===== src/rtl/core/tc2d_ram.sv =====
// ----------------------------------------------------------------------------
// tc2d_ram
// single write port, single read port memory with registered read data
// ----------------------------------------------------------------------------
module tc2d_ram #(
  parameter int unsigned DEPTH = 64,
  parameter int unsigned WIDTH = 16,
  parameter int unsigned AW    = 6
) (
  input  logic             clk_i,
  input  logic             we_i,
  input  logic [AW-1:0]    waddr_i,
  input  logic [WIDTH-1:0] wdata_i,
  input  logic [AW-1:0]    raddr_i,
  output logic [WIDTH-1:0] rdata_o
);

  logic [WIDTH-1:0] mem_q [DEPTH];
  logic [WIDTH-1:0] rdata_q;

  always_ff @(posedge clk_i) begin
    if (we_i) begin
      mem_q[waddr_i] <= wdata_i;
    end
    rdata_q <= mem_q[raddr_i];
  end

  assign rdata_o = rdata_q;

endmodule


===== config.mk =====
export PLATFORM = sky130hd
export DESIGN_NAME = tc2d_ram
export DESIGN_NICKNAME = d
export VERILOG_FILES = /design/src/rtl/core/tc2d_ram.sv
export SDC_FILE = /design/constraint.sdc
export NUM_CORES = 1
export LEC_CHECK = 0
export BUFFER_PORTS_ARGS = -buffer_cell sky130_fd_sc_hd__buf_2
export CORE_ASPECT_RATIO = 1.4
export CORE_MARGIN = 3
export CORE_UTILIZATION = 25
export CTS_CLUSTER_SIZE = 30
export DETAILED_ROUTE_END_ITERATION = 16
export GPL_ROUTABILITY_DRIVEN = 0
export PLACE_DENSITY = 0.39
export RECOVER_POWER = 25
export SYNTH_ARGS = -nofsm -noshare
export SYNTH_HDL_FRONTEND = slang
export SYNTH_SLANG_ARGS = --single-unit

===== constraint.sdc =====
create_clock -name clk_i -period 4.74 [get_ports clk_i]
set_clock_uncertainty 0.1 [all_clocks]
set_input_delay 0.237 -clock clk_i [delete_from_list [all_inputs] [get_ports clk_i]]
set_output_delay 0.237 -clock clk_i [all_outputs]
set_load 0.005 [all_outputs]

# Word level (Yosys, flattened, before mapping)
# Memories as Yosys holds them, arrays and structs flattened. A register that Yosys moved wholly into a read port is not among the register bits.
# Cells that the tools add are included.
# word_totals
ram_bits	1024
memories	1
output_inout_bits	16
regBits	0
input_bits	30
word_cells	3
# classes
muxes	2
# mem_list
name	depth	width	rd	rd_ports_with_merged_regs	write_ports	line_no	source
mem_q	64	16	1	1	1	18	logic [WIDTH-1:0] mem_q [DEPTH];
# ops
cell	count
$mux 1	2

# Depth between registers and ports, before layout
# logic_depth
word_depth	2
depth_mapped	10
ltp_nobuf	5

# Worst setup path before layout
# No wires, ideal clock.
# synth_timing
path_type	input-to-reg
from	in waddr_i[3]
to	mem mem_q[48][0], enable pin
arrival_ns	1.863
path_buffers	1
slack_ns	2.368
path_stages	4
required_time_ns	4.231
setup_time_ns	0.409
path_cell_list	clkbuf_1 -> nor2b_1 -> nand4b_1 -> nor3_1
# synth_lines
item	line_no	source
from (decl)	12	input logic [AW-1:0] waddr_i,
to (decl)	18	
# Straight into the memory's write port.

# Worst setup path after layout
# layout_timing
from	in wdata_i[0]
to	mem mem_q[25][0], data pin
# layout_lines
item	line_no	source
from (decl)	13	input logic [WIDTH-1:0] wdata_i,
# Straight into the memory's write port.

==> key figures <==
Status
  – Status: finished with violations
  – Violated checks: capacitance limit, slew limit

Timing
  – Fin. max-slew vios: 585
  – Final setup violating endpoints: 0
  – Tcrit/Tclk final: 0.689
  – Worst relative slew slack: -1.54
  – FMAX: 306 MHz
  – RSZ-0062 raised after global routing: no
  – Worst hold slack: 0.0759 ns
  – Crit path time final: 3.27 ns
  – Setup TNS Final: 0 ns
  – Tightest Pin Transition: 3.82 ns
  – Hold Fails Final Rpt: 0

Drt
  – Iteration-0 DRC Markers: 1399
  – Residual DRC: 0
  – DRT Wirelength: 118000 um
  – Post-DRT Antenna Nets: 0
  – DRT Pass-1 Iters: 5
  – Routed length per instance: 28.3 um
  – Via-to-Cell Ratio: 4.52
  – DR vias: 18900

Setup path
  – Required time of the critical path: 4.56 ns
  – Crit Path Category: input pin to flop
  – Reg2reg start: mem_q[61][9]
  – Worst path cell trace: buf_2 > clkbuf_1
  – WP buf/inv: 2
  – Critical Path AT: 3.09 ns
  – R2r endpoint: rdata_o[9]
  – Nature of the critical path startpoint: input pin
  – Critical Path Max Stage Delay: 2.64 ns
  – R2R setup slack: 2.32 ns
  – FF-to-FF path depth: 4
  – CP max-delay cell: clkbuf_1
  – Worst Setup End Kind: flop
  – Crit path max-delay family: buffers and inverters
  – Crit path launch: wdata_i[0]
  – CP Max Fanout: 64

Global routing
  – Initial antenna violation count: 5
  – Number of global-route vias before repair: 19900
  – Global-route wire length before repair: 165000 um
  – GRT Util Overall: 0.143
  – Largest net degree at the start of global routing: 73
  – Gr ovfl total: 0

Cells and area
  – Most frequent cells in the layout: edfxtp_1, mux4_2, clkbuf_16
  – Area Overhead vs Synth: 16.1%
  – Commonest non-fill, non-tap cell in the layout: edfxtp_1
  – Share of layout cells above drive strength 1: 0.268
  – NumNets Final: 2022
  – Post-Layout Inst Area: 46500 um^2

Power and ir drop
  – VDD IR-drop max: 0.000292 V
  – P per Cell Area: 417 nW/um^2
  – Lkg Pwr: 14.3 nW
  – Power Total: 19.4 mW

Hold path
  – Hold Path Cell Cnt: 2
  – Min-Delay Endpoint: mem_q[48][5]
  – Worst hold start: waddr_i[1]
  – Hold Path Class: input pin to flop

Die
  – Cell row count: 173
  – Die Wd: 344 um
  – Die Y: 480 um
  – Total Die Area: 165000 um^2
  – Initial core utilization: 0.252
  – Core ar.: 159000 um^2
  – I/O pin cnt: 46

Clock network
  – CTS tree: yes
  – Post-CTS setup buffer count: 0
  – H-tree depth: 3
  – TritonCTS Buffers: 101
  – Hold buffer count at cts: 5
  – Clock buffer depth: 3
  – Clk pin slew, worst setup/hold paths: 0.06 ns
  – Root buffer cell: clkbuf_16
  – Clock latency on the worst-skew pair: 0.69 ns
  – CTS-repair resized insts: 0
  – CTS sink cnt: 1040

Placement
  – Dpl hpwl: 74500 um
  – Post-place instance area: 43200 um^2
  – Port bufs: 45

Synth
  – Synth unique cells: 43
  – Netlist Area Pre-Place: 40000 um^2
  – Syn Nets: 1859
  – Post-synth EDFFs: 1024
  – Synthesized instance count: 1829
  – Async SR Flop Fraction: 0
  – Synthesized area per cell: 21.9 um^2
  – Synth Flop Type: edfxtp_1
  – Seq/Total Area, Yosys: 0.776
  – YS warnings: 0
  – #FFs+latches synth: 1040

Flow run
  – Max-cap viol count: 12
-- cell usage after synthesis (2+ instances only) --
library cell	n	area, um^2
mux4_2	220	4950
nand3_1	24	120
buf_8	3	45.0
mux2i_1	85	851
a211oi_1	8	60.1
nand2_1	59	221
mux2_2	27	304
buf_1	3	11.3
and4_1	5	43.8
nor3_1	2	10.0
buf_6	17	191
buf_2	36	180
nand4_1	12	75.1
a211o_1	8	70.1
nor2b_1	30	188
a31oi_1	8	50.1
a22o_1	6	52.6
o21ai_1	3	15.0
nor2_1	72	270
clkbuf_2	2	10.0
a311oi_1	8	70.1
a221o_1	6	60.1
nor2_2	2	12.5
mux4_1	4	105
a21oi_1	17	85.1
and2_1	2	12.5
a221oi_1	16	140
nor4_2	3	37.5
buf_12	5	100
edfxtp_1	1024	30700
nand3b_1	2	15.0
nand2b_1	3	18.8
clkbuf_1	24	90.1
a22oi_1	39	293
a41oi_1	5	43.8
buf_4	13	97.6
dfxtp_1	16	320
o21ai_0	5	25.0
-- cell families (layout without fill, tap and decap cells) --
group	after synthesis	in the layout	synth area share
flops	1040	1040	0.776
mux	336	336	0.155
simple gates	220	220	0.0265
compound gates	129	129	0.0241
buf+inv	104	346	0.0183
other cells	0	2	0
-- metrics by stage --
stage	instances	setup slack, ns	util
3_5_place_dp	3984	1.24	0.272
5_1_grt	4173	1.14	0.293
6_report	4173	1.47	0.293
3_3_place_gp	3981	0.902	0.271
2_1_floorplan	1829	2.37	-
4_1_cts	4171	2.02	0.293
-- final cells by class --
cell class | instances | area, um^2
fill | 15600 | 112000
clock buffer | 126 | 2690
sequential | 1040 | 31100
tap | 2100 | 2630
antenna | 2 | 5.00
multi-input combinational | 685 | 8280
timing repair buffer | 164 | 1230
clock inverter | 56 | 598
-- state kept, by name, indices dropped and copies added (netlist names) --
register  count
rdata_o      16
mem_q      1024
-- how the worst max path moves through the flow --
| stage | to | slack, ns | cells past startpoint |
|---|---|---|---|
| after floorplan | mem_q[48][0] | 2.37 | 4 |
| after global placement | rdata_o[4] | 0.90 | 5 |
| after detailed placement | rdata_o[0] | 1.24 | 5 |
| after CTS | rdata_o[0] | 2.02 | 5 |
| after global routing | mem_q[51][2] | 1.14 | 2 |
| final | mem_q[25][0] | 1.47 | 2 |
-- layer usage --
| layer | part of all wire | vias to the layer above | global-route usage |
|---|---|---|---|
| met1 | 0.39 | 10400 | 0.171 |
| met2 | 0.55 | 387 | 0.266 |
| met3 | 0.034 | 113 | 0.0168 |
| met5 | 0 | - | 0 |
| li1 | - | 7994 | - |
| met4 | 0.026 | 0 | 0.0455 |
-- power by group --
| group | internal [mW] | switching [mW] | total [mW] |
|---|---|---|---|
| Sequential | 10.2 | 0.0351 | 10.2 |
| Clock | 4.67 | 3.47 | 8.14 |
| Combinational | 0.343 | 0.686 | 1.03 |
| Total | 15.2 | 4.19 | 19.4 |
(Power assumes the default switching activity.)
