[src/rtl/core/tc2d_pkg.sv]
// ----------------------------------------------------------------------------
// tc2d_pkg
// shared types and codes of the 2d template correlation block
// ----------------------------------------------------------------------------
package tc2d_pkg;

  localparam int unsigned CMD_W     = 2;
  localparam int unsigned REG_IDX_W = 2;

  typedef enum logic [CMD_W-1:0] {
    CMD_TMPL  = 2'd0,
    CMD_FRAME = 2'd1,
    CMD_QUERY = 2'd2,
    CMD_NOP   = 2'd3
  } cmd_e;

  typedef enum logic [REG_IDX_W-1:0] {
    REG_TMPL_ROWS  = 2'd0,
    REG_TMPL_COLS  = 2'd1,
    REG_FRAME_ROWS = 2'd2,
    REG_FRAME_COLS = 2'd3
  } reg_e;

  typedef enum logic [2:0] {
    ST_IDLE  = 3'b001,
    ST_WALK  = 3'b010,
    ST_FLUSH = 3'b100
  } state_e;

  typedef struct packed {
    logic act;
    logic ok;
    logic last;
  } issue_t;

endpackage

[src/rtl/core/tc2d_mac.sv]
// ----------------------------------------------------------------------------
// tc2d_mac
// multiply-accumulate over the read stream and the result output register
// ----------------------------------------------------------------------------
module tc2d_mac import tc2d_pkg::*; #(
  parameter int unsigned SAMPLE_BITS = 16,
  parameter int unsigned OUT_W       = 38
) (
  input  logic                          clk_i,
  input  logic                          rst_ni,
  input  issue_t                        issue_i,
  input  logic signed [SAMPLE_BITS-1:0] tmpl_data_i,
  input  logic signed [SAMPLE_BITS-1:0] frame_data_i,
  output logic                          busy_o,
  output logic                          out_valid_o,
  input  logic                          out_stall_i,
  output logic signed [OUT_W-1:0]       out_correlation_o
);

  localparam int unsigned PRW = 2 * SAMPLE_BITS;

  logic                    act1_q, ok1_q, last1_q, act2_q, last2_q;
  logic                    pending_q, pending_d, out_valid_q, out_valid_d;
  logic                    out_free, out_load;
  logic signed [PRW-1:0]   prod_d, prod_q;
  logic signed [OUT_W-1:0] acc_q, acc_d, sum, out_q, out_d;

  always_comb begin
    if (ok1_q) begin
      prod_d = tmpl_data_i * frame_data_i;
    end else begin
      prod_d = '0;
    end
  end

  assign sum      = acc_q + OUT_W'(prod_q);
  assign out_free = !out_valid_q || !out_stall_i;

  always_comb begin
    acc_d     = acc_q;
    pending_d = pending_q;
    out_load  = 1'b0;
    out_d     = sum;
    if (pending_q) begin
      if (out_free) begin
        out_load  = 1'b1;
        out_d     = acc_q;
        acc_d     = '0;
        pending_d = 1'b0;
      end
    end else if (act2_q) begin
      if (last2_q) begin
        if (out_free) begin
          out_load = 1'b1;
          acc_d    = '0;
        end else begin
          acc_d     = sum;
          pending_d = 1'b1;
        end
      end else begin
        acc_d = sum;
      end
    end
    out_valid_d = out_load || (out_valid_q && out_stall_i);
  end

  always_ff @(posedge clk_i or negedge rst_ni) begin
    if (!rst_ni) begin
      act1_q      <= 1'b0;
      ok1_q       <= 1'b0;
      last1_q     <= 1'b0;
      act2_q      <= 1'b0;
      last2_q     <= 1'b0;
      pending_q   <= 1'b0;
      out_valid_q <= 1'b0;
      acc_q       <= '0;
    end else begin
      act1_q      <= issue_i.act;
      ok1_q       <= issue_i.ok;
      last1_q     <= issue_i.last;
      act2_q      <= act1_q;
      last2_q     <= last1_q;
      pending_q   <= pending_d;
      out_valid_q <= out_valid_d;
      acc_q       <= acc_d;
    end
  end

  always_ff @(posedge clk_i) begin
    prod_q <= prod_d;
    if (out_load) begin
      out_q <= out_d;
    end
  end

  assign busy_o            = act1_q || act2_q || pending_q;
  assign out_valid_o       = out_valid_q;
  assign out_correlation_o = out_q;

endmodule

[config.mk]
export PLATFORM = sky130hd
export DESIGN_NAME = tc2d_mac
export DESIGN_NICKNAME = d
export VERILOG_FILES = /design/src/rtl/core/tc2d_pkg.sv /design/src/rtl/core/tc2d_mac.sv
export SDC_FILE = /design/constraint.sdc
export NUM_CORES = 1
export LEC_CHECK = 0
export BUFFER_PORTS_ARGS = -buffer_cell sky130_fd_sc_hd__buf_2
export CORE_MARGIN = 2
export CORE_UTILIZATION = 45
export CTS_BUF_LIST = sky130_fd_sc_hd__clkbuf_4 sky130_fd_sc_hd__clkbuf_8
export DETAILED_ROUTE_END_ITERATION = 12
export GPL_ROUTABILITY_DRIVEN = 0
export HOLD_SLACK_MARGIN = 0.06
export PLACE_DENSITY = 0.65
export SYNTH_ARGS = -nofsm -noshare
export SYNTH_HDL_FRONTEND = slang
export SYNTH_SLANG_ARGS = --single-unit
[constraint.sdc]
create_clock -name clk_i -period 4.43 [get_ports clk_i]
set_input_delay 0.886 -clock clk_i [delete_from_list [all_inputs] [get_ports clk_i]]
set_output_delay 0.886 -clock clk_i [all_outputs]
set_load 0.01 [all_outputs]
# Word level (Yosys, flattened, before mapping)
# Index checks and enable logic that the tools add are counted.
[word_totals]
out_inout_bits = 40
ff_bits = 115
[classes]
n_reduce_logical = 9
n_eq_ne = 1
multipliers = 1
add_sub_neg = 1
mux = 15
[op_table]
columns = ["cell", "n"]
rows = [
  ["$mux 38", 7],
  ["$add 38x32->38", 1],
  ["$mul 16x16->32", 1],
  ["$mux 1", 8],
  ["$logic_or 1x1->1", 4],
  ["$logic_not 1->1", 2],
  ["$ne 2x1->1 const B", 1],
  ["$reduce_and 2->1", 1],
  ["$reduce_bool 2->1", 1],
  ["$logic_and 1x1->1", 1],
]

# Logic depth before layout (Yosys ltp)
[logic_depth]
depth_word = 7
mapped_depth = 24
mapped_depth_nobuf = 22

# Worst setup path before layout
# OpenSTA, ideal clock, no wires.
[synth_path]
path_kind = "input -> register"
start = "in frame_data_i[1]"
end = "reg prod_q[30]"
path_buffers = 2
required_ns = 4.293
setup_ns = 0.137
stages = 21
slack_ns = -1.846
t_arrival_ns = 6.140
cell_sequence = "clkbuf_1 > nand2_1 > inv_1 > fa_1 > fa_1 > fa_1 > fa_1 > fa_1 > inv_1 > fa_1 > inv_1 > ha_1 > clkbuf_1 > a21o_1 > a21oi_1 > o21bai_1 > a211oi_1 > o31a_1 > a21boi_1 > o311ai_1 > o211ai_1"
[synth_via]
elab_chain_len = 1
[synth_rtl]
columns = ["item", "line_no", "rtl"]
rows = [
  ["start: declaration", "tc2d_mac.sv:13", "input logic signed [SAMPLE_BITS-1:0] frame_data_i,"],
  ["$mul 16x16->32", "tc2d_mac.sv:30", "prod_d = tmpl_data_i * frame_data_i;"],
  ["end signal: assignment", "tc2d_mac.sv:90", "prod_q <= prod_d;"],
  ["end: declaration", "tc2d_mac.sv:25", "logic signed [PRW-1:0] prod_d, prod_q;"],
]
# Every way passes these cells.
# A chain may end at the register's enable or synchronous reset.

# Worst setup path after layout
[layout_path]
start = "in frame_data_i[4]"
end = "reg prod_q[22]"
# Same word-level chain as after synthesis.

==> results.yml <==
outcome:
  outcome: "finished, violations left"
  violations: "negative setup slack"
min_path:
  min_from: "last1_q"
  worst_hold_path_type: "register to register"
finish:
  n_antenna_cell: 0
  n_fill_cell: 3002
  synthToLayoutAreaGrowth_pct: 21.54
  finalCoreUtilization_pct: 55.70
  fin_nets: 2336
  drive_above_1_share_pct: 22.45
  final_area_mm2: 0.01933
synth:
  synthesis.instances: 1699
  yosysMostFrequentCell: "inv_1"
  synth_edf_count: 38
  yosys.area.top_type: "fa_1"
  synth.cells.most_frequent: "297 x inv_1, 263 x fa_1, 216 x nand2_1, 149 x and2_1, 119 x ha_1"
  async_flop_share_pct: 39.13
  synth.area.top_cells: "fa_1 33%, ha_1 9.4%, edfxtp_1 7.2%, dfrtp_1 7.1%, inv_1 7.0%"
  avgSynthCellArea_um2: 9.363
  seq_area_frac_synth_pct: 18.28
  syn_area_mm2: 0.01591
  synth_top_area_share_pct: 33.10
  ys_warn_count: 0
  synthDistinctLibCells: 76
  synth_flop_cell: "dfrtp_1"
  ys_seq_elements: 115
  synth_nets: 2119
critical_path:
  worstPathRequired_ps: 4760
  critPathMaxFanout: 7
  worstSetupStartpoint: "frame_data_i[4]"
  start_kind: "primary input"
  worstSetupEndpointType: "register"
  critPathKind: "primary input to register"
  critPathArrivalTime_ps: 6210
  regToRegStartpoint: "acc_q[0]"
die:
  io_pins: 78
  start_util_pct: 45.83
  core-area_mm2: 0.03471
  fp.dieArea_mm2: 0.03687
  fp.dieW_um: 192.0
  rows: 68
  dieHeight_um: 192.0
clocking:
  clock-root-buffer: "clkbuf_8"
  cts_max_level: 4
  cts_made_buffers: 17
  clk_pin_slew_ps: 70
  hold_buffers: 0
  cts.sinks: 115
  clk_path_buf_depth: 2
  clk_latency_ps: 440
  cts_tree: "yes"
detailed_routing:
  detail-route-antenna-nets: 0
  firstDrtPassIters: 5
  routedWlPerCell_um: 15.20
  drc: 0
  drt-total-wl_um: 36230
  num_vias: 12050
  avgViaCountPerCell: 5.053
  drtIter0Drc: 561
global_routing:
  antenna_found_initial: 0
  grt_usage_pct: 20.98
  grt-ovfl-total: 0
  grt_pass1_vias: 13070
  grt_pass1_wl_um: 62290
  grt_max_degree: 46
timing:
  min_period_ps: 5888
  relSlewSlack_pct: 20.03
  setup_slack_ps: -1458
  fin_worst_skew_ps: 13.43
  finalSetupViolCount: 24
  rsz0062_at_grt: "true"
  min_period_over_period_pct: 132.9
  final-hold-violation-count: 0
  worst_pin_slew_ps: 1197
  slew_viol_final: 0
  fmax_ghz: 0.1699
  hold_ws_ps: 369.1
placement:
  placed_area_mm2: 0.01818
  dp_hpwl_um: 30340
  numPortBuffers: 77
job:
  cap_violations: 0
cells in the final DEF (no fill, tap or decap), types with 45 or more instances in the layout:
master / count
nor2_1: 49
fa_1: 250
o21ai_0: 66
buf_2: 54
dfrtp_1: 45
inv_1: 279
buf_4: 156
nand2_1: 210
ha_1: 101
and2_1: 128
a21oi_1: 52
state kept, by name (all words and copies together) (netlist names):
name               cells
out_valid_o            1
pending_q              1
last1_q                1
act2_q                 1
out_correlation_o     38
ok1_q                  1
last2_q                1
prod_q                32
act1_q                 1
acc_q                 38
cells by family (layout without fill, tap and decap cells):
family          Yosys count  count (layout)  share of synthesized area, %
compound gates          273             273                         11.20
xor+xnor                 56              56                         3.083
mux                       3               3                        0.1966
buf+inv                 360             590                         8.730
flops                   115             115                         18.28
fa+ha+maj               382             382                         42.46
simple gates            510             510                         16.05
stage by stage:
step / setup WS [ps] / setup TNS, ps / std cells
after floorplan: -1606 / -27200 / 1699
after global placement: -1895 / -36700 / 2329
after detailed placement: -1937 / -37640 / 2329
after CTS: -1393 / -23890 / 2379
after global routing: -1590 / -28930 / 2384
final: -1458 / -25080 / 2384
layer usage:
metal / track usage (%) / vias up / share of wire (%)
met5: 0 / - / 0
met4: 5.138 / 0 / 1.6
met3: 2.174 / 44 / 3.0
met2: 37.35 / 222 / 49
met1: 27.41 / 5936 / 46
li1: - / 5844 / -
area by class of cell:
class / count / area, µm² / share of cell area [%]
tap: 455 / 569.3 / 2.944
sequential: 115 / 2908 / 15.04
timing repair buffer: 261 / 2081 / 10.76
clock buffer: 22 / 284.0 / 1.469
clock inverter: 10 / 156.4 / 0.8089
inverter: 297 / 1120 / 5.792
multi-input combinational: 1224 / 12220 / 63.19
path summary, 6_finish.rpt:
path	end	slack, ps	cells after the start
worst min-delay path	last2_q	370	0
min in group asynchronous	acc_q[8]	550	2
worst min register to register	last2_q	370	0
worst max-delay path	prod_q[22]	-1460	22
max in group asynchronous	acc_q[31]	3450	2
worst max register to register	out_correlation_o[16]	880	11
worst max-delay path, stage by stage:
cell,delay [ps]
buf_8,110
buf_8,130
and2_4,140
fa_1,540
inv_1,50
fa_1,490
fa_2,560
inv_2,40
fa_1,450
fa_1,490
inv_1,50
fa_1,490
inv_2,50
ha_4,290
nand4_1,180
a21oi_2,190
nor2_2,60
a311o_1,300
a211o_1,290
o21ba_1,190
xnor2_1,110
and2_1,150
timing repair:
item / 4_1_cts / 5_1_grt
pin swaps: 75 / 25
resized for setup: 95 / 56
cloned: 0 / 0
setup endpoints to repair: 24 / 24
setup buffers: 25 / 6
Power is left out: the tool's default activity adds up to more than one toggle a clock period on the data nets, which glitch-free logic cannot reach.
