==> src/rtl/core/tc2d_pkg.sv <==
// ----------------------------------------------------------------------------
// tc2d_pkg
// shared types and codes of the 2d template correlation block
// ----------------------------------------------------------------------------
package tc2d_pkg;

  localparam int unsigned CMD_W     = 2;
  localparam int unsigned REG_IDX_W = 2;

  typedef enum logic [CMD_W-1:0] {
    CMD_TMPL  = 2'd0,
    CMD_FRAME = 2'd1,
    CMD_QUERY = 2'd2,
    CMD_NOP   = 2'd3
  } cmd_e;

  typedef enum logic [REG_IDX_W-1:0] {
    REG_TMPL_ROWS  = 2'd0,
    REG_TMPL_COLS  = 2'd1,
    REG_FRAME_ROWS = 2'd2,
    REG_FRAME_COLS = 2'd3
  } reg_e;

  typedef enum logic [2:0] {
    ST_IDLE  = 3'b001,
    ST_WALK  = 3'b010,
    ST_FLUSH = 3'b100
  } state_e;

  typedef struct packed {
    logic act;
    logic ok;
    logic last;
  } issue_t;

endpackage

==> src/rtl/core/tc2d_ctrl.sv <==
// ----------------------------------------------------------------------------
// tc2d_ctrl
// size registers, item intake, store writes and the template window walk
// ----------------------------------------------------------------------------
module tc2d_ctrl import tc2d_pkg::*; #(
  parameter  int unsigned MAX_TEMPLATE_DIM = 8,
  parameter  int unsigned MAX_FRAME_DIM    = 32,
  localparam int unsigned RW  = (MAX_FRAME_DIM > 1) ? $clog2(MAX_FRAME_DIM) : 1,
  localparam int unsigned TDW = $clog2(MAX_TEMPLATE_DIM + 1),
  localparam int unsigned FDW = $clog2(MAX_FRAME_DIM + 1),
  localparam int unsigned CDW = (TDW > FDW) ? TDW : FDW,
  localparam int unsigned TIW = (MAX_TEMPLATE_DIM > 1) ? $clog2(MAX_TEMPLATE_DIM) : 1,
  localparam int unsigned TAW = (MAX_TEMPLATE_DIM > 1) ?
                                $clog2(MAX_TEMPLATE_DIM * MAX_TEMPLATE_DIM) : 1,
  localparam int unsigned FAW = $clog2(MAX_FRAME_DIM * MAX_FRAME_DIM)
) (
  input  logic                 clk_i,
  input  logic                 rst_ni,
  input  logic                 in_valid_i,
  output logic                 in_stall_o,
  input  logic [CMD_W-1:0]     in_cmd_i,
  input  logic [RW-1:0]        in_row_i,
  input  logic [RW-1:0]        in_col_i,
  input  logic                 cfg_valid_i,
  output logic                 cfg_ready_o,
  input  logic [REG_IDX_W-1:0] cfg_index_i,
  input  logic [CDW-1:0]       cfg_data_i,
  input  logic                 mac_busy_i,
  output issue_t               issue_o,
  output logic                 tmpl_we_o,
  output logic [TAW-1:0]       tmpl_waddr_o,
  output logic [TAW-1:0]       tmpl_raddr_o,
  output logic                 frame_we_o,
  output logic [FAW-1:0]       frame_waddr_o,
  output logic [FAW-1:0]       frame_raddr_o
);

  localparam int unsigned M1 = (RW > FDW) ? RW : FDW;
  localparam int unsigned XW = ((M1 > TDW) ? M1 : TDW) + 1;
  localparam int unsigned PW = 2 * XW;

  state_e         state_q, state_d;
  cmd_e           cmd;
  logic [RW-1:0]  r_q, c_q;
  logic [TIW-1:0] wr_q, wr_d, wc_q, wc_d;
  logic [TDW-1:0] trows_q, tcols_q, t_clamp;
  logic [FDW-1:0] frows_q, fcols_q, f_clamp;
  logic [XW-1:0]  fr, fc;
  logic [PW-1:0]  t_waddr_full, f_waddr_full, t_raddr_full, f_raddr_full;
  logic           accept, in_tmpl, in_frame, wr_last, wc_last;

  assign cmd         = cmd_e'(in_cmd_i);
  assign accept      = in_valid_i && (state_q == ST_IDLE);
  assign in_stall_o  = (state_q != ST_IDLE);
  assign cfg_ready_o = 1'b1;

  // store writes
  assign in_tmpl  = (XW'(in_row_i) < XW'(trows_q)) && (XW'(in_col_i) < XW'(tcols_q));
  assign in_frame = (XW'(in_row_i) < XW'(frows_q)) && (XW'(in_col_i) < XW'(fcols_q));

  assign t_waddr_full = PW'(in_row_i) * PW'(MAX_TEMPLATE_DIM) + PW'(in_col_i);
  assign f_waddr_full = PW'(in_row_i) * PW'(MAX_FRAME_DIM) + PW'(in_col_i);

  assign tmpl_we_o     = accept && (cmd == CMD_TMPL) && in_tmpl;
  assign frame_we_o    = accept && (cmd == CMD_FRAME) && in_frame;
  assign tmpl_waddr_o  = t_waddr_full[TAW-1:0];
  assign frame_waddr_o = f_waddr_full[FAW-1:0];

  // window walk
  assign fr = XW'(r_q) + XW'(wr_q);
  assign fc = XW'(c_q) + XW'(wc_q);

  assign t_raddr_full = PW'(wr_q) * PW'(MAX_TEMPLATE_DIM) + PW'(wc_q);
  assign f_raddr_full = PW'(fr) * PW'(MAX_FRAME_DIM) + PW'(fc);

  assign tmpl_raddr_o  = t_raddr_full[TAW-1:0];
  assign frame_raddr_o = f_raddr_full[FAW-1:0];

  assign wr_last = (XW'(wr_q) == (XW'(trows_q) - XW'(1)));
  assign wc_last = (XW'(wc_q) == (XW'(tcols_q) - XW'(1)));

  assign issue_o.act  = (state_q == ST_WALK);
  assign issue_o.ok   = issue_o.act && (fr < XW'(frows_q)) && (fc < XW'(fcols_q));
  assign issue_o.last = issue_o.act && wr_last && wc_last;

  always_comb begin
    state_d = state_q;
    wr_d    = wr_q;
    wc_d    = wc_q;
    unique case (state_q)
      ST_IDLE: begin
        if (accept && (cmd == CMD_QUERY)) begin
          state_d = ST_WALK;
          wr_d    = '0;
          wc_d    = '0;
        end
      end
      ST_WALK: begin
        if (wc_last) begin
          wc_d = '0;
          if (wr_last) begin
            state_d = ST_FLUSH;
          end else begin
            wr_d = wr_q + TIW'(1);
          end
        end else begin
          wc_d = wc_q + TIW'(1);
        end
      end
      ST_FLUSH: begin
        if (!mac_busy_i) begin
          state_d = ST_IDLE;
        end
      end
      default: state_d = ST_IDLE;
    endcase
  end

  // size register clamping
  always_comb begin
    t_clamp = cfg_data_i[TDW-1:0];
    if (t_clamp == '0) begin
      t_clamp = TDW'(1);
    end else if (t_clamp > TDW'(MAX_TEMPLATE_DIM)) begin
      t_clamp = TDW'(MAX_TEMPLATE_DIM);
    end
    f_clamp = cfg_data_i[FDW-1:0];
    if (f_clamp == '0) begin
      f_clamp = FDW'(1);
    end else if (f_clamp > FDW'(MAX_FRAME_DIM)) begin
      f_clamp = FDW'(MAX_FRAME_DIM);
    end
  end

  always_ff @(posedge clk_i or negedge rst_ni) begin
    if (!rst_ni) begin
      state_q <= ST_IDLE;
      wr_q    <= '0;
      wc_q    <= '0;
      trows_q <= TDW'(MAX_TEMPLATE_DIM);
      tcols_q <= TDW'(MAX_TEMPLATE_DIM);
      frows_q <= FDW'(MAX_FRAME_DIM);
      fcols_q <= FDW'(MAX_FRAME_DIM);
    end else begin
      state_q <= state_d;
      wr_q    <= wr_d;
      wc_q    <= wc_d;
      if (cfg_valid_i) begin
        unique case (reg_e'(cfg_index_i))
          REG_TMPL_ROWS:  trows_q <= t_clamp;
          REG_TMPL_COLS:  tcols_q <= t_clamp;
          REG_FRAME_ROWS: frows_q <= f_clamp;
          REG_FRAME_COLS: fcols_q <= f_clamp;
          default: ;
        endcase
      end
    end
  end

  always_ff @(posedge clk_i) begin
    if (accept) begin
      r_q <= in_row_i;
      c_q <= in_col_i;
    end
  end

endmodule

==> config.mk <==
export PLATFORM = sky130hd
export DESIGN_NAME = tc2d_ctrl
export DESIGN_NICKNAME = d
export VERILOG_FILES = /design/src/rtl/core/tc2d_pkg.sv /design/src/rtl/core/tc2d_ctrl.sv
export SDC_FILE = /design/constraint.sdc
export NUM_CORES = 1
export LEC_CHECK = 0
export ABC_AREA = 0
export BUFFER_PORTS_ARGS = -buffer_cell sky130_fd_sc_hd__buf_4
export CORE_ASPECT_RATIO = 0.7
export CORE_UTILIZATION = 51
export CTS_BUF_LIST = sky130_fd_sc_hd__clkbuf_4 sky130_fd_sc_hd__clkbuf_8
export DETAILED_ROUTE_END_ITERATION = 6
export PLACE_DENSITY = 0.81
export SLEW_MARGIN = 0
export SYNTH_ARGS = -nofsm -noshare
export SYNTH_HDL_FRONTEND = slang
export SYNTH_SLANG_ARGS = --single-unit
==> constraint.sdc <==
create_clock -name clk_i -period 2.4 [get_ports clk_i]
set_input_delay 0.24 -clock clk_i [delete_from_list [all_inputs] [get_ports clk_i]]
set_output_delay 0.24 -clock clk_i [all_outputs]
set_load 0.01 [all_outputs]
Yosys cells after proc, flatten, opt, wreduce, memory -nomap -nowiden
Index checks and enable logic that the tools add are counted.

word-level totals
  flip-flop bits (word level) = 39
  output and inout bits = 39
  word-level logic and storage cells = 82

operators by class
  add/subtract/negate cells = 10
  order comparisons = 8
  eq/ne operators = 16
  muxes and demuxes = 15
  reductions and logical operators = 24

operators by type and width
  kind                 number
  $mux 3               8
  $eq 3x7->1           2
  $add 5x3->6          2
  $logic_and 1x1->1    12
  $lt 5x6->1           2
  $lt 6x6->1           2
  $mux 6               2
  $pmux 3 s2           2
  $add 10x5->10        1
  $add 10x6->10        1
  $lt 5x4->1           2
  $reduce_and 2->1     5
  $sub 4x1->5 const B  2
  $pmux 3 s3           1
  $mux 4               2
  $reduce_and 4->1     2
  $add 3x1->3 const B  2
  $add 6x3->6          1
  $add 6x5->6          1
  $eq 2x2->1 const B   3
  $gt 6x6->1 const B   1
  $logic_not 6->1      1
  $ne 2x1->1 const B   3
  $eq 2x1->1 const B   2
  other kinds (9)      11

Logic depth before layout (Yosys ltp)
Gate-level depths: netlist (run 1).

  depth in word-level cells = 5
  depth in mapped cells = 10
  gate-level depth less buffers = 10

Worst setup path after synthesis (run 1)
No wires, ideal clock.

  kind = register to output
  start = register wr_q[0]
  end = output issue_o[1] in the netlist's numbering
  data arrival time = 2.289 ns
  required time = 2.160 ns
  slack = -0.129 ns
  stages on the path, launching flop included = 9
  path buffers = 0
  cells stage by stage = dfrtp_1 ha_1 fa_1 xor2_1 ha_1 a21o_1 a211oi_1 o21ai_0 a21oi_1

RTL lines
  item                    line              source
  start, declared         tc2d_ctrl.sv:45   logic [TIW-1:0] wr_q, wr_d, wc_q, wc_d;
  start signal, assigned  tc2d_ctrl.sv:146  wr_q <= wr_d;
  end, declared           tc2d_ctrl.sv:29   output issue_t issue_o,

==> flow_summary_export.csv, run 1 <==
group,metric,value,unit
status,status,"finished, violations left",
status,violations,"setup timing",
clock_tree,cts_sinks,39,
yosys,synth.most_common_cell,"ha_1",
setup_path,r2r_cells,8,
clock_tree,cts.path.max_buffers,2,
yosys,syn_nets,353,
sta,rsz0062_at_grt,"yes",
sta,skew,0.0120,ns
min_path,whs_path_depth,1,
sta,maxSlewViolCount,0,
placement,io_buffers,62,
cells_and_area,post-route-util,0.702,
power_and_ir_drop,p_sw,811,uW
setup_path,cp_max_fo,2,
setup_path,end_kind,"primary output",
clock_tree,root_buffer,"clkbuf_8",
floorplanning,initial_core_util,0.534,
placement,hpwl,5300,um
setup_path,reg2reg_from,"tcols_q[1]$_DFFE_PN0P_",
yosys,syn-instance-count,288,
global_route,use_met2,0.418,
setup_path,crit_type,"flop to primary output",
route,wl,7410,um
power_and_ir_drop,p_leak,1.75,nW
yosys,synth_common_cells,"ha_1, inv_1, o21ai_0",
sta,fin_crit_sh,1.16,
global_route,gr-usage-met1,0.360,
global_route,grt_pass1_vias,2317,
yosys,seq_area_frac_synth,0.368,
yosys,yosys.area.top_type,"dfrtp_1",
route,vias,2382,
global_route,grt_overflow,0,
floorplanning,std_cell_rows,22,
min_path,min_from,"in_col_i[0]",
setup_path,startpoint,"r_q[0]$_DFFE_PP_",
sta,setup_viol,4,
power_and_ir_drop,power_density,631,nW/um2
route,antenna_left,0,
sta,setup_slack,-0.384,ns
min_path,holdPathEnd,"c_q[0]$_DFFE_PP_",
yosys,yosysUniqueCellTypes,43,
setup_path,cp.required,2.16,ns
route,wl_per_cell,17.1,um
route,dr.pass1.iters,4,
yosys,async_flop_share,0.744,
power_and_ir_drop,max-vdd-ir-drop,0.000413,V
yosys,synth.cell_area,2810,um2
global_route,grt.busiest_layer,"met2",
sta,max_freq,359,MHz
cells_and_area,fin_nets,426,
yosys,synth_top_cell_area_share,0.214,
clock_tree,clkLatencyLatePin,0.29,ns
clock_tree,h-tree-depth,2,
cells_and_area,drive_gt1_frac,0.378,
cells_and_area,fill_cells,389,
placement,routabilityCongestion,0.891,
floorplanning,die_w,90.7,um
power_and_ir_drop,switching_share,0.348,
power_and_ir_drop,clkPwrFrac,0.199,
clock_tree,cts_buffers,5,
global_route,grt_max_degree,30,
route,drt-initial-drc-count,146,
yosys,syn_avg_cell_area,9.74,um2
sta,hold_viol,0,
sta,timing.setup.tns,-0.626,ns
min_path,hold_class,"primary input to flop",
global_route,grt_pass1_wl,11500,um
setup_path,startpoint_type,"flop",
placement,dpl-instance-area,3390,um2
floorplanning,pin_count,64,
yosys,ys.warnings.count,0,
cells_and_area,area_growth,31.4,%
setup_path,ff2ff_setup_slack,0.21,ns
yosys,ys_ff_latch,39,
sta,min_period,2.78,ns
yosys,synth_edf_count,10,
global_route,grtUsageTotal,0.259,
power_and_ir_drop,pwr-share-seq,0.365,
power_and_ir_drop,comb_power_share,0.436,
clock_tree,cts_tree,"yes",
yosys,synth.area.top_cells,"dfrtp_1, ha_1, edfxtp_1",
route,vias_per_cell,5.49,
clock_tree,clk_pin_slew,0.08,ns
yosys,ys.flop_type,"dfrtp_1",
run,cap_violations,0,
cells_and_area,stdcell_area,3690,um2
floorplanning,die_h,64.1,um
setup_path,crit_arrival,2.54,ns
setup_path,r2r-end,"wr_q[0]$_DFFE_PN0P_",
global_route,grt_use_met3,0.0464,
cells_and_area,diodes,0,
power_and_ir_drop,p_int,1.52,mW
global_route,antenna_found_initial,0,
floorplanning,fp.coreArea,5260,um2
route,drc,0,
floorplanning,die_area,5810,um2
layout by cell type, fill, tap and decap left out, types with 4 or more instances in the layout:
master    instances
mux2_2            5
xnor2_2           4
inv_1            22
xnor2_1           8
buf_4            81
nor2_1           14
ha_4              7
clkbuf_8          5
edfxtp_1         10
o21ai_0          22
a21oi_2           5
nor2b_1           5
ha_1             30
nand2_1          23
a21oi_1           7
dfrtp_1          22
a21o_1            9
nand2b_1         13
dfstp_2           5
kinds of logic (layout without fill, tap and decap cells):
kind of cell               after synthesis  after routing  synth area share
AOI/OAI and AO/OA                       64             64             0.151
xor gates and xnor gates                17             17            0.0531
adders and majority gates               40             40             0.186
buffers and inverters                   43            117            0.0762
DFF                                     39             39             0.368
muxes                                    5              5            0.0201
other                                    1              1           0.00134
and+or+nand+nor                         79             79             0.144
worst max-delay path: stages (launching register included):
cell,delay [ns]
edfxtp_1,0.42
ha_4,0.19
fa_2,0.58
ha_4,0.20
a21o_1,0.15
a21o_1,0.17
a211oi_2,0.17
o21ai_1,0.09
a21oi_2,0.14
buf_4,0.14
sequential cells by signal, summed over array words and instances (netlist names):
signal and count:
state_q 3, wc_q 3, tcols_q 4, r_q 5, c_q 5, wr_q 3, fcols_q 6, trows_q 4
frows_q 6
power groups by stage:
stage          Clock, mW  Combinational, mW  Sequential, mW
6_report           0.464               1.02           0.850
5_1_grt            0.508               1.10           0.861
4_1_cts            0.471              0.942           0.847
3_5_place_dp           0              0.885           0.855
3_3_place_gp           0              0.848           0.851
2_1_floorplan          0              0.527           0.858
per-stage QoR:
step | cells | worst slack [ns] | power, mW | hold WS [ns]
3_3_place_gp | 418 | -0.0586 | 1.70 | 0.181
6_report | 434 | -0.384 | 2.33 | 0.164
4_1_cts | 429 | -0.349 | 2.26 | 0.158
2_1_floorplan | 288 | 0.00573 | 1.38 | -0.0556
3_5_place_dp | 418 | -0.108 | 1.74 | 0.189
5_1_grt | 434 | -0.447 | 2.47 | 0.154
cell type report:
cell class / instances / area, um2 / area share
Inverter: 25 / 93.8 / 0.0254
Sequential cell: 39 / 1030 / 0.281
Clock buffer: 8 / 91.3 / 0.0248
Tap cell: 72 / 90.1 / 0.0244
Timing Repair Buffer: 84 / 641 / 0.174
Multi-Input combinational cell: 206 / 1740 / 0.471
repair_timing:
item / CTS / global route
setup endpoints to repair: 4 / 8
gates resized for setup: 13 / 16
pin swaps: 11 / 9
hold buffers: 1 / 0
endpoints found under the hold margin: 24 / 0
setup buffers: 2 / 6
worst max-delay path by stage:
stage	slack, ns	cells after the start	end
2_1_floorplan	0.006	10	issue_o[1]
3_3_place_gp	-0.06	9	issue_o[1]
3_5_place_dp	-0.11	10	issue_o[1]
4_1_cts	-0.35	9	issue_o[1]
5_1_grt	-0.45	9	issue_o[1]
6_report	-0.38	9	issue_o[1]
metal layers:
layer  vias up  share of wire
li1       1131              -
met1      1129           0.43
met2       104           0.47
met3        18          0.077
met4         0          0.023
met5         -              0
(Power assumes the default switching activity.)
==> run 2, diff against run 1 <==
CORE_MARGIN = 1.5   (was unset)
==> flow_summary_export.csv, run 2 (same netlist as run 1, synthesis figures left out) <==
group,metric,value,unit
min_path,whs_path_depth,1,
global_route,grt_pass1_vias,2319,
floorplanning,std_cell_rows,22,
clock_tree,root_buffer,"clkbuf_8",
cells_and_area,fin_nets,428,
sta,setup_slack,-0.348,ns
sta,skew,0.00417,ns
power_and_ir_drop,max-vdd-ir-drop,0.000339,V
setup_path,startpoint_type,"flop",
global_route,grtUsageTotal,0.252,
placement,hpwl,5520,um
floorplanning,pin_count,64,
sta,setup_viol,3,
min_path,hold_class,"primary input to flop",
route,vias,2439,
floorplanning,initial_core_util,0.531,
sta,min_period,2.75,ns
sta,timing.setup.tns,-0.469,ns
placement,dpl_worst_slack,-0.0640,ns
floorplanning,die_h,65.1,um
placement,dpl-instance-area,3390,um2
setup_path,crit_arrival,2.51,ns
cells_and_area,layout_commonest_cell,"buf_4",
power_and_ir_drop,power_density,632,nW/um2
global_route,grt_overflow,0,
floorplanning,die_w,91.7,um
clock_tree,cts_tree,"yes",
route,drc,0,
cells_and_area,top_regs,"fcols_q x6, frows_q x6",
clock_tree,clkLatencyLatePin,0.29,ns
floorplanning,die_area,5960,um2
placement,routabilityCongestion,0.882,
route,vias_per_cell,5.59,
setup_path,cp.required,2.16,ns
cells_and_area,stdcell_area,3700,um2
setup_path,crit_type,"flop to primary output",
clock_tree,h-tree-depth,2,
clock_tree,cts.path.max_buffers,2,
clock_tree,clk_pin_slew,0.08,ns
route,dr.pass1.iters,6,
power_and_ir_drop,p_leak,1.75,nW
setup_path,cp_max_fo,2,
global_route,antenna_found_initial,0,
floorplanning,fp.coreArea,5290,um2
sta,hold_viol,0,
global_route,grt_pass1_wl,11500,um
status,violations,"setup timing",
status,status,"finished, violations left",
cells_and_area,final_cell_mix,"buf_4, ha_1, inv_1",
setup_path,end_kind,"primary output",
route,antenna_left,0,
clock_tree,cts_sinks,39,
route,drt-initial-drc-count,269,
global_route,grt_max_degree,30,
run,cap_violations,0,
cells_and_area,drive_gt1_frac,0.376,
sta,rsz0062_at_grt,"yes",
clock_tree,cts_buffers,5,
sta,maxSlewViolCount,0,
sta,fin_crit_sh,1.15,
cells_and_area,area_growth,31.8,%
placement,io_buffers,62,
setup_path,ff2ff_setup_slack,0.23,ns
sta,max_freq,364,MHz
setup_path,r2r_cells,9,
route,wl_per_cell,17.7,um
route,wl,7710,um
cells_and_area,diodes,0,
[run 2: routing by layer]
metal  up-vias  routed length [um]  share of wire  track usage
li1       1134                   -              -            -
met5         -                   0              0            0
met4         0                 153          0.020       0.0508
met3        23                 504          0.065       0.0575
met1      1168                3480           0.45        0.341
met2       114                3570           0.46        0.418
[run 2: layout make-up]
cell class | instances | area [um2]
multi-input cells | 206 | 1730
fillers | 403 | 1590
flip-flops and latches | 39 | 1040
repair buffers | 86 | 656
inverters | 25 | 93.8
well taps | 72 | 90.1
clock buffers | 7 | 83.8
clock inverters | 1 | 5.00
[run 2: power by group]
part	leakage, nW	switching, mW	internal (mW)
logic	1.24	0.525	0.506
registers	0.461	0.0791	0.776
clock network	0.0491	0.226	0.227
[run 2: worst paths after layout]
kind / from / endpoint
max: r_q[1]$_DFFE_PP_ / issue_o[1]
min: in_row_i[3] / r_q[3]$_DFFE_PP_
max reg2reg: tcols_q[0]$_DFFE_PN0P_ / wr_q[2]$_DFFE_PN0P_
min reg2reg: frows_q[3]$_DFFE_PN0P_ / frows_q[3]$_DFFE_PN0P_
max in group asynchronous: rst_ni / fcols_q[5]$_DFFE_PN1P_
min in group asynchronous: rst_ni / wc_q[1]$_DFFE_PN0P_
[run 2: what timing repair did]
action / 4_1_cts / 5_1_grt
hold buffers: 1 / 0
resized for setup: 13 / 18
cloned: 0 / 0
setup endpoints to repair: 5 / 8
setup buffers: 2 / 7
pin swaps: 14 / 13
hold endpoints to repair: 24 / 0
[run 2: metrics by stage]
stage | cells | power [mW] | hold slack [ns] | util
global route | 436 | 2.47 | 0.161 | 0.700
finish | 436 | 2.34 | 0.174 | 0.700
detailed placement | 418 | 1.75 | 0.184 | 0.641
global placement | 418 | 1.70 | 0.186 | 0.641
CTS | 429 | 2.24 | 0.167 | 0.674
floorplan | 288 | 1.38 | -0.0556 | -
[run 2: critical path: stages (launching register included)]
cell and delay, ns:
edfxtp_1 0.46, ha_1 0.34, a21o_1 0.19, a21oi_2 0.22, xnor2_1 0.18, ha_1 0.28, a211oi_2 0.21, o21ai_1 0.09
a21oi_2 0.13, buf_4 0.14
==> run 3, diff against run 2 <==
CORE_UTILIZATION = 49   (was 51)
CTS_BUF_LIST = sky130_fd_sc_hd__clkbuf_16   (was sky130_fd_sc_hd__clkbuf_4 sky130_fd_sc_hd__clkbuf_8)
PLACE_DENSITY = 0.78   (was 0.81)
SLEW_MARGIN = 40   (was 0)
==> flow_summary_export.csv, run 3 (same netlist as run 1, synthesis figures left out) <==
group,metric,value,unit
status,status,"finished, violations left",
status,violations,"setup timing",
clock_tree,root_buffer,"clkbuf_16",
power_and_ir_drop,max-vdd-ir-drop,0.000449,V
placement,dpl_worst_slack,-0.0928,ns
floorplanning,fp.coreArea,5370,um2
sta,setup_viol,3,
route,wl_per_cell,16.5,um
global_route,antenna_found_initial,0,
min_path,hold_class,"primary input to flop",
sta,timing.setup.tns,-0.416,ns
clock_tree,clk_pin_slew,0.06,ns
power_and_ir_drop,p_total,2.59,mW
route,vias_per_cell,5.35,
setup_path,end_kind,"primary output",
power_and_ir_drop,clkPwrFrac,0.289,
min_path,whs_path_depth,1,
clock_tree,clkLatencyLatePin,0.28,ns
sta,skew,0.00403,ns
clock_tree,cts_buffers,5,
route,antenna_left,0,
cells_and_area,post-route-util,0.702,
setup_path,startpoint_type,"flop",
route,dr.pass1.iters,5,
cells_and_area,top_regs,"fcols_q x6, frows_q x6",
global_route,grt_pass1_wl,11200,um
clock_tree,cts_sinks,39,
clock_tree,h-tree-depth,2,
cells_and_area,drive_gt1_frac,0.372,
power_and_ir_drop,switching_share,0.321,
sta,min_period,2.73,ns
clock_tree,cts_tree,"yes",
global_route,grt_overflow,0,
sta,maxSlewViolCount,0,
floorplanning,die_area,6200,um2
setup_path,reg2reg_from,"tcols_q[0]$_DFFE_PN0P_",
power_and_ir_drop,comb_power_share,0.384,
route,drt-initial-drc-count,110,
setup_path,crit_type,"flop to primary output",
setup_path,r2r-end,"wr_q[2]$_DFFE_PN0P_",
min_path,holdPathEnd,"c_q[0]$_DFFE_PP_",
cells_and_area,fill_cells,398,
power_and_ir_drop,p_int,1.76,mW
cells_and_area,fin_nets,430,
sta,fin_crit_sh,1.14,
sta,max_freq,367,MHz
floorplanning,die_h,66.3,um
power_and_ir_drop,p_sw,831,uW
cells_and_area,area_growth,34.2,%
power_and_ir_drop,p_leak,1.79,nW
placement,dp_cells,419,
power_and_ir_drop,pwr-share-seq,0.328,
sta,hold_viol,0,
cells_and_area,fin_cells,438,
floorplanning,initial_core_util,0.523,
clock_tree,cts.path.max_buffers,2,
sta,rsz0062_at_grt,"yes",
placement,io_buffers,62,
route,vias,2344,
sta,setup_slack,-0.327,ns
power_and_ir_drop,power_density,687,nW/um2
floorplanning,die_w,93.5,um
placement,routabilityCongestion,0.951,
min_path,min_from,"in_col_i[0]",
setup_path,crit_arrival,2.49,ns
global_route,grtUsageTotal,0.241,
floorplanning,std_cell_rows,22,
global_route,grt_pass1_vias,2283,
setup_path,cp_max_fo,2,
setup_path,ff2ff_setup_slack,0.23,ns
global_route,grt_max_degree,30,
run,cap_violations,0,
setup_path,cp.required,2.16,ns
route,drc,0,
route,wl,7250,um
setup_path,r2r_cells,9,
placement,hpwl,5370,um
cells_and_area,diodes,0,
cells_and_area,layout_commonest_cell,"buf_4",
floorplanning,pin_count,64,
cells_and_area,final_cell_mix,"buf_4, ha_1, inv_1",
==> run 3: worst max path at each step <==
stage / start / endpoint / slack (ns) / cells after the start
2_1_floorplan: wc_q[0]$_DFFE_PN0P_ / issue_o[1] / 0.006 / 10
3_3_place_gp: wr_q[0]$_DFFE_PN0P_ / issue_o[1] / -0.06 / 9
3_5_place_dp: r_q[0]$_DFFE_PP_ / issue_o[1] / -0.09 / 9
4_1_cts: r_q[0]$_DFFE_PP_ / issue_o[1] / -0.34 / 9
5_1_grt: r_q[0]$_DFFE_PP_ / issue_o[1] / -0.45 / 10
6_report: r_q[0]$_DFFE_PP_ / issue_o[1] / -0.33 / 9
==> run 3: per-layer routing <==
| layer | vias up | part of all wire | global-route usage |
|---|---|---|---|
| met4 | 0 | 0.019 | 0.0682 |
| met1 | 1118 | 0.47 | 0.343 |
| met3 | 14 | 0.055 | 0.0414 |
| li1 | 1135 | - | - |
| met5 | - | 0 | 0 |
| met2 | 77 | 0.46 | 0.375 |
==> run 3: per-stage QoR <==
stage / hold WS, ns / instance area (um2)
4_1_cts: 0.176 / 3660
6_report: 0.182 / 3770
3_5_place_dp: 0.189 / 3390
2_1_floorplan: -0.0556 / 2850
5_1_grt: 0.175 / 3770
3_3_place_gp: 0.185 / 3390
==> run 3: repair_timing <==
item	4_1_cts	5_1_grt
endpoints found under the hold margin	24	0
endpoints found under the setup margin	4	8
buffers inserted	5	5
gates resized for setup	11	14
pin swaps	14	5
hold buffers	1	0
==> run 3: layout make-up <==
class                           instances  area (um2)  share of cell area
Clock buffer                            5         125              0.0332
Clock inverter                          3        38.8              0.0103
Inverter                               25        93.8              0.0249
Multi-Input combinational cell        206        1710               0.455
Sequential cell                        39        1030               0.275
Tap cell                               72        90.1              0.0239
Timing Repair Buffer                   88         671               0.178
==> run 3: power by group through the flow <==
stage               Sequential [mW]  Combinational (mW)  Clock (mW)
finish                        0.849               0.992       0.747
global route                  0.858                1.10       0.792
CTS                           0.847               0.943       0.754
detailed placement            0.858               0.891           0
global placement              0.854               0.862           0
floorplan                     0.858               0.527           0
==> run 3: worst max-delay path: stages (launching register included) <==
cell and delay (ns):
edfxtp_1 0.41, ha_4 0.19, fa_2 0.56, ha_4 0.20, a21o_1 0.14, a21o_1 0.16
a211oi_2 0.18, o21ai_1 0.09, a21oi_2 0.13, buf_4 0.14
